[src/sv/assert_macros.svh]
// Assertion helpers shared by the RTL. Each macro expects aclk and aresetn in scope.
`ifndef ASSERT_MACROS_SVH
`define ASSERT_MACROS_SVH
`ifndef NO_ASSERTIONS
// Consequent must hold in the same cycle as the antecedent.
`define CSEL_ASSERT_SAME(lbl, ante, cons, msg) \
    lbl: assert property (@(posedge aclk) disable iff (!aresetn) (ante) |-> (cons)) \
        else $error(msg);
// Consequent must hold in the cycle after the antecedent.
`define CSEL_ASSERT_NEXT(lbl, ante, cons, msg) \
    lbl: assert property (@(posedge aclk) disable iff (!aresetn) (ante) |=> (cons)) \
        else $error(msg);
`else
`define CSEL_ASSERT_SAME(lbl, ante, cons, msg)
`define CSEL_ASSERT_NEXT(lbl, ante, cons, msg)
`endif
`endif

[src/sv/csel_pkg.sv]
package csel_pkg;

    // Serial divider geometry: (side << 16) / frame size.
    localparam int DIV_NW = 34;
    localparam int DIV_DW = 14;
    localparam int DIV_CW = 6;

    // Configuration register indexes.
    localparam logic [2:0] REG_FRAME_WIDTH  = 3'd0;
    localparam logic [2:0] REG_FRAME_HEIGHT = 3'd1;
    localparam logic [2:0] REG_EXPANSION    = 3'd2;
    localparam logic [2:0] REG_MIN_CROP     = 3'd3;
    localparam logic [2:0] REG_MIN_EXTENT   = 3'd4;
    localparam logic [2:0] REG_MAX_CROPS    = 3'd5;

    // One held person entry.
    typedef struct packed {
        logic [33:0] area;
        logic [16:0] xmin;
        logic [16:0] ymin;
        logic [16:0] width;
        logic [16:0] height;
        logic [15:0] score;
    } person_t;

    // One crop word, last field in the lowest bits.
    typedef struct packed {
        logic [15:0] confidence;
        logic [16:0] height;
        logic [16:0] width;
        logic [16:0] ymin;
        logic [16:0] xmin;
    } crop_t;

endpackage

[src/sv/csel_div.sv]
module csel_div
    import csel_pkg::*;
(
    input  logic              aclk,
    input  logic              aresetn,
    input  logic              start,
    input  logic [DIV_NW-1:0] dividend,
    input  logic [DIV_DW-1:0] divisor,
    output logic              busy,
    output logic              done,
    output logic [DIV_NW-1:0] quotient
);

    // Restoring division, one quotient bit per cycle.
    logic              busy_reg;
    logic              done_reg;
    logic [DIV_CW-1:0] cnt_reg;
    logic [DIV_NW-1:0] num_reg;
    logic [DIV_DW-1:0] rem_reg;
    logic [DIV_DW-1:0] den_reg;
    logic [DIV_DW:0]   trial;
    logic              fits;

    assign trial = {rem_reg, num_reg[DIV_NW-1]};
    assign fits  = trial >= {1'b0, den_reg};

    always_ff @(posedge aclk) begin
        if (!aresetn) begin
            busy_reg <= 1'b0;
            done_reg <= 1'b0;
            cnt_reg  <= '0;
        end else begin
            done_reg <= 1'b0;
            if (start && !busy_reg) begin
                busy_reg <= 1'b1;
                cnt_reg  <= '0;
                num_reg  <= dividend;
                rem_reg  <= '0;
                den_reg  <= divisor;
            end else if (busy_reg) begin
                num_reg <= {num_reg[DIV_NW-2:0], fits};
                rem_reg <= fits ? DIV_DW'(trial - {1'b0, den_reg}) : trial[DIV_DW-1:0];
                cnt_reg <= cnt_reg + 1'b1;
                if (cnt_reg == DIV_CW'(DIV_NW - 1)) begin
                    busy_reg <= 1'b0;
                    done_reg <= 1'b1;
                end
            end
        end
    end

    assign busy     = busy_reg;
    assign done     = done_reg;
    assign quotient = num_reg;

endmodule

[config.mk]
export PLATFORM = sky130hd
export DESIGN_NAME = csel_div
export DESIGN_NICKNAME = d
export VERILOG_FILES = /design/src/sv/assert_macros.svh /design/src/sv/csel_pkg.sv /design/src/sv/csel_div.sv
export SDC_FILE = /design/constraint.sdc
export NUM_CORES = 1
export LEC_CHECK = 0
export ABC_AREA = 1
export BUFFER_PORTS_ARGS = -buffer_cell sky130_fd_sc_hd__buf_4
export CAP_MARGIN = 20
export CORE_MARGIN = 4
export CORE_UTILIZATION = 49
export CTS_CLUSTER_DIAMETER = 100
export CTS_CLUSTER_SIZE = 20
export DETAILED_ROUTE_END_ITERATION = 8
export GPL_TIMING_DRIVEN = 0
export PLACE_DENSITY = 0.73
export SLEW_MARGIN = 10
export SYNTH_ARGS = -nofsm -noshare
export SYNTH_HDL_FRONTEND = slang
export SYNTH_SLANG_ARGS = --single-unit
[constraint.sdc]
create_clock -name aclk -period 3.3 [get_ports aclk]
set_input_delay 0 -clock aclk [delete_from_list [all_inputs] [get_ports aclk]]
set_output_delay 0 -clock aclk [all_outputs]
set_load 0.02 [all_outputs]
* Word-level counts from Yosys, hierarchy flattened
Cells that the tools add are included.
** Operators by class
- $add $sub $neg :: 2
- Bitwise operators :: 2
- Reductions and logical operators :: 7
- $mul :: 0
- Shifts and indexed selects :: 0
- Equality and inequality tests :: 1
- Mux-type cells :: 8
- $lt $le $gt $ge :: 1
- Div/mod/pow operators :: 0
** Operators by type and width (number)
- $mux W34 :: 2
- $mux W14 :: 2
- $ge A15 B14 Y1 :: 1
- $sub A14 B14 Y14 :: 1
- $add A6 B1 Y6 const B :: 1
- $eq A6 B6 Y1 const B :: 1
- $mux W1 :: 4
- $reduce_and A2 Y1 :: 2
- $reduce_or A3 Y1 :: 1
- $not A1 Y1 :: 2
- $reduce_bool A2 Y1 :: 1
- $reduce_or A2 Y1 :: 1
- $logic_and A1 B1 Y1 :: 1
- $logic_not A1 Y1 :: 1
** Word-level totals
- Output and inout bits :: 36
- Bits in registers :: 70
- Word-level logic and storage cells :: 27
- RAM bits :: 0
- Bits in read-only memories :: 0
- Input bits :: 51
- Bits in latches :: 0
- Memories :: 0

* Depth between registers and ports, before layout
- Word-level depth :: 4
- Depth in mapped cells :: 14
- Depth with buffers taken out :: 14

* Worst setup path before layout
OpenSTA, ideal clock, no wires.
- Kind :: register -> register
- Start :: register busy_reg, in the netlist busy
- End :: register num_reg[0], in the netlist quotient[0], enable pin
- Required time :: 2.829 ns
- Path buffers :: 1
- Period minus slack after synthesis :: 3.569 ns
- Setup slack :: -0.269 ns
- Setup time :: 0.471 ns
- Data arrival time :: 3.098 ns
- Cell stages (with the launch flop) :: 4
- Cell sequence :: dfxtp_1 > buf_2 > inv_1 > a21oi_1
** On the way
- Cells in the longest elaborated chain, start to end :: 4
** Ends and longest elaborated chain
- start, declared :: RTL line csel_div.sv:15 : logic busy_reg;
- start signal, assigned :: RTL line csel_div.sv:29 : busy_reg <= 1'b0;
- start signal, assigned :: RTL line csel_div.sv:35 : busy_reg <= 1'b1;
- start signal, assigned :: RTL line csel_div.sv:45 : busy_reg <= 1'b0;
- $logic_not A1 Y1 :: RTL line csel_div.sv:34 : if (start && !busy_reg) begin
- $logic_and A1 B1 Y1 :: RTL line csel_div.sv:34
- $reduce_bool A2 Y1 (no line) (*)
- $reduce_and A2 Y1 (no line) (*)
- end signal, assigned :: RTL line csel_div.sv:37 : num_reg <= dividend;
- end signal, assigned :: RTL line csel_div.sv:41 : num_reg <= {num_reg[DIV_NW-2:0], fits};
- end, declared :: RTL line csel_div.sv:18 : logic [DIV_NW-1:0] num_reg;
Mark *: on every way between the ends. The rest lies on a longest branch, timed or not.
A chain may end at the register's enable or synchronous reset.

* Worst setup path in the final report
- Start :: register busy_reg, in the netlist busy
- End :: register den_reg[8], enable pin
** On the way
- Cells in the longest elaborated chain, start to end :: 3
** Ends and longest elaborated chain
- $logic_not A1 Y1 :: RTL line csel_div.sv:34
- $logic_and A1 B1 Y1 :: RTL line csel_div.sv:34
- $reduce_and A2 Y1 (no line)
- end signal, assigned :: RTL line csel_div.sv:39 : den_reg <= divisor;
- end, declared :: RTL line csel_div.sv:20 : logic [DIV_DW-1:0] den_reg;
No other way between the ends.

==> flow_summary.html <==
<table>
<tr><th>Metric</th><th>Value</th></tr>
<tr><th colspan="2">Status</th></tr>
<tr><td>Result of the run</td><td>complete, no violations</td></tr>
<tr><th colspan="2">Route</th></tr>
<tr><td>Met1 WL</td><td>4013 um</td></tr>
<tr><td>Wire length on met3</td><td>578 um</td></tr>
<tr><td>Drt pass-1 iters</td><td>4</td></tr>
<tr><td>Count of antenna-violating nets left after detailed routing</td><td>0</td></tr>
<tr><td>Total length of routed met2 wires</td><td>5050 um</td></tr>
<tr><td>Via Count</td><td>3499</td></tr>
<tr><td>DRC marker count from the first detailed-route iteration</td><td>156</td></tr>
<tr><td>Routed vias/inst</td><td>4.800</td></tr>
<tr><td>Routed WL per cell</td><td>13.41 um</td></tr>
<tr><td>Max layer used</td><td>met4</td></tr>
<tr><td>Drc violations</td><td>0</td></tr>
<tr><td>Total detailed-routing wirelength</td><td>9775 um</td></tr>
<tr><th colspan="2">Timing</th></tr>
<tr><td>Total Negative Setup Slacks</td><td>0 ns</td></tr>
<tr><td>Worst-Margin Slew</td><td>0.6213 ns</td></tr>
<tr><td>Post-route clock skew</td><td>0.01348 ns</td></tr>
<tr><td>Part of the cycle the worst path needs</td><td>67.16%</td></tr>
<tr><td>Total count of max-transition violations in the final report</td><td>0</td></tr>
<tr><td>Final Hold Vio Count</td><td>0</td></tr>
<tr><td>Setup repair after global routing missed its margin</td><td>false</td></tr>
<tr><td>Number of endpoints failing setup at the final stage</td><td>0</td></tr>
<tr><td>Max-slew headroom at the worst pin</td><td>58.43%</td></tr>
<tr><td>Highest Clock Rate</td><td>0.4512 GHz</td></tr>
<tr><td>Hold_ws</td><td>0.2294 ns</td></tr>
<tr><td>Tmin final</td><td>2.216 ns</td></tr>
<tr><th colspan="2">Logic synthesis</th></tr>
<tr><td>Total standard cell area after synthesis</td><td>3999 um2</td></tr>
<tr><td>Top flip-flop cell by instance count after synthesis</td><td>sky130_fd_sc_hd__edfxtp_1</td></tr>
<tr><td>Synth Area in Compound Gates</td><td>2.253%</td></tr>
<tr><td>Post-Synth XOR/XNOR Area</td><td>1.533%</td></tr>
<tr><td>Mean area per synthesized cell</td><td>8.454 um2</td></tr>
<tr><td>Total of flip-flops plus latches after synthesis</td><td>70</td></tr>
<tr><td>Mux share of post-synthesis cell area</td><td>0%</td></tr>
<tr><td>Share of flip-flops with an asynchronous set or reset after synthesis</td><td>0%</td></tr>
<tr><td>Dominant combinational cell family by area after synthesis</td><td>simple AND/OR/NAND/NOR gates</td></tr>
<tr><td>Simple-gate share of the synthesized area</td><td>31.98%</td></tr>
<tr><td>Count of different cell masters after synthesis</td><td>32</td></tr>
<tr><td>Fraction of the yosys area taken by sequential cells</td><td>50.56%</td></tr>
<tr><td>Gate Count Post-Synth</td><td>473</td></tr>
<tr><td>Number of warning messages in the yosys log</td><td>0</td></tr>
<tr><td>Synthesized netlist net count</td><td>542</td></tr>
<tr><td>Synth Area in Adders</td><td>5.820%</td></tr>
<tr><td>EDFF count, synth</td><td>62</td></tr>
<tr><th colspan="2">Floorplanning</th></tr>
<tr><td>Std cell rows</td><td>32</td></tr>
<tr><td>Die height</td><td>98.34 um</td></tr>
<tr><td>Die X</td><td>98.34 um</td></tr>
<tr><td>Overall die area</td><td>9670 um2</td></tr>
<tr><td>I/O pins</td><td>87</td></tr>
<tr><td>Placeable core region</td><td>7848 um2</td></tr>
<tr><td>Initial standard-cell utilization of the core</td><td>50.96%</td></tr>
<tr><th colspan="2">Clock tree</th></tr>
<tr><td>Number of buffers created by CTS</td><td>9</td></tr>
<tr><td>Clk sinks</td><td>70</td></tr>
<tr><td>Clock insertion delay at the later pin of the skew report</td><td>0.33 ns</td></tr>
<tr><td>Clock slew seen by the registers of the worst setup and hold paths</td><td>0.07 ns</td></tr>
<tr><td>TritonCTS clock tree</td><td>done</td></tr>
<tr><td>Clk buf depth</td><td>2</td></tr>
<tr><td>Setup Fix Bufs, Post-CTS</td><td>0</td></tr>
<tr><td>Number of H-tree levels</td><td>3</td></tr>
<tr><td>Clock root buffer</td><td>sky130_fd_sc_hd__clkbuf_8</td></tr>
<tr><th colspan="2">Setup path</th></tr>
<tr><td>Required time of the worst setup path</td><td>3.34 ns</td></tr>
<tr><td>Critical path peak fanout</td><td>10</td></tr>
<tr><td>Internal reg-to-reg setup slack</td><td>1.08 ns</td></tr>
<tr><td>Startpoint of the worst setup timing path</td><td>busy</td></tr>
<tr><td>Critical path start-end classification</td><td>reg -&gt; reg</td></tr>
<tr><td>Startpoint type of the worst setup path</td><td>register</td></tr>
<tr><td>R2r endpoint</td><td>den_reg[8]</td></tr>
<tr><td>CP endpoint</td><td>den_reg[8]</td></tr>
<tr><td>Arrival time of the worst setup path</td><td>2.26 ns</td></tr>
<tr><td>Nature of the critical path endpoint</td><td>register</td></tr>
<tr><td>FF-to-FF Start</td><td>busy</td></tr>
<tr><td>Cell depth of the worst flop-to-flop path</td><td>6</td></tr>
<tr><th colspan="2">Cells and area</th></tr>
<tr><td>Commonest non-fill, non-tap cell in the layout</td><td>sky130_fd_sc_hd__nand2_1</td></tr>
<tr><td>Design area</td><td>5520 um2</td></tr>
<tr><td>Flip-flop count of the largest register, all copies and words added</td><td>34</td></tr>
<tr><td>Layout overhead on the synthesized area</td><td>38.05%</td></tr>
<tr><td>Fraction of final layout cells sized beyond drive strength 1</td><td>23.76%</td></tr>
<tr><td>Most frequent cells in the layout</td><td>sky130_fd_sc_hd__nand2_1 (202), sky130_fd_sc_hd__buf_4 (86), sky130_fd_sc_hd__inv_1 (62), sky130_fd_sc_hd__edfxtp_1 (62), sky130_fd_sc_hd__dlygate4sd3_1 (49)</td></tr>
<tr><td>Final-stage net count</td><td>691</td></tr>
<tr><td>Ant diodes</td><td>0</td></tr>
<tr><th colspan="2">Pwr</th></tr>
<tr><td>VDD IR-drop max</td><td>0.0003045 V</td></tr>
<tr><td>Total power density per cell area</td><td>438.9 nW/um2</td></tr>
<tr><td>Reported leakage power</td><td>2.710 nW</td></tr>
<tr><th colspan="2">GRT</th></tr>
<tr><td>Via count of the first global-routing pass</td><td>3615</td></tr>
<tr><td>Pin count of the biggest net entering global routing</td><td>23</td></tr>
<tr><td>Global-route wire length before repair</td><td>16350 um</td></tr>
<tr><td>Global-route usage over all layers</td><td>20.87%</td></tr>
<tr><td>Antenna violations before repair</td><td>0</td></tr>
<tr><td>Grt ovf</td><td>0</td></tr>
<tr><th colspan="2">Placed design</th></tr>
<tr><td>Global placer's final weighted congestion</td><td>0.9464</td></tr>
<tr><td>Post-DP HPWL</td><td>6753 um</td></tr>
<tr><td>Cell area after placement</td><td>4850 um2</td></tr>
<tr><td>Number of buffers inserted by port buffering</td><td>86</td></tr>
<tr><th colspan="2">Worst hold path</th></tr>
<tr><td>Hold Crit Class</td><td>in -&gt; reg</td></tr>
<tr><th colspan="2">Flow run</th></tr>
<tr><td>Number of max-cap violations</td><td>0</td></tr>
</table>
-- worst min-delay path by stage --
stage / from / end / slack [ns] / cells past startpoint
floorplan: divisor[0] / den_reg[0] / 0.1 / 0
global placement: divisor[0] / den_reg[0] / 0.18 / 1
detailed placement: divisor[0] / den_reg[0] / 0.18 / 1
CTS: start / cnt_reg[2] / 0.22 / 4
global route: start / cnt_reg[2] / 0.25 / 4
finish: start / cnt_reg[2] / 0.23 / 4
-- critical path, stage by stage, from the launching register on --
cell                       delay [ns]
sky130_fd_sc_hd__dfxtp_1         0.32
sky130_fd_sc_hd__buf_2           0.18
sky130_fd_sc_hd__nor2_4          0.26
sky130_fd_sc_hd__inv_1           0.13
sky130_fd_sc_hd__clkbuf_1        0.26
sky130_fd_sc_hd__nor2_1          0.55
sky130_fd_sc_hd__buf_6           0.23
-- layout make-up --
class / instances / area, um2
Fill cell: 614 / 2327
Sequential cell: 70 / 2022
Multi-Input combinational cell: 328 / 1674
Timing Repair Buffer: 138 / 1202
Inverter: 64 / 240.2
Clock buffer: 10 / 127.6
Tap cell: 102 / 127.6
Buffer: 11 / 73.82
Clock inverter: 6 / 52.55
-- power by group --
part | switching, mW | internal [mW] | leakage [nW]
sequential | 0.0382 | 1.05 | 0.657
combinational | 0.387 | 0.294 | 1.96
clock | 0.309 | 0.341 | 0.0949
total | 0.735 | 1.69 | 2.71
-- stage by stage --
stage	setup slack (ns)	power [mW]	util, %	std cells
6_report	1.084	2.423	70.34	729
4_1_cts	1.056	2.436	70.34	729
3_3_place_gp	0.1711	1.715	60.86	661
2_1_floorplan	0.7209	1.538	-	473
3_5_place_dp	1.062	1.739	61.80	664
5_1_grt	0.8783	2.559	70.34	729
-- timing repair --
item | 4_1_cts | 5_1_grt
gates resized for setup | 0 | 0
endpoints found under the hold margin | 49 | 0
hold buffers | 49 | 0
endpoints found under the setup margin | 0 | 0
-- kinds of logic (layout without fill, tap and decap cells) --
group | after synthesis | after routing
flip-flops | 70 | 70
AND/OR/NAND/NOR | 289 | 289
AO/OA/AOI/OAI | 14 | 14
adder cells (fa/ha/maj) | 18 | 18
buffers and inverters | 75 | 229
XOR/XNOR | 7 | 7
-- synth_stat cells, drive strengths merged (2+ instances only) --
cell / n / area (um2)
a21oi: 10 / 65.07
nand4: 6 / 52.55
nor2: 50 / 262.8
ha: 17 / 212.7
nand3: 18 / 112.6
o21ai: 2 / 10.01
and2: 2 / 15.02
clkbuf: 5 / 18.77
xnor2: 7 / 61.31
inv: 64 / 240.2
buf: 6 / 55.05
dfxtp: 8 / 160.2
edfxtp: 62 / 1862
nand2: 211 / 824.5
-- per-layer routing --
layer	vias up	track usage, %
li1	1782	-
met1	1600	24.35
met2	104	38.01
met3	13	5.143
met4	0	5.672
met5	-	0
(Power assumes the default switching activity.)
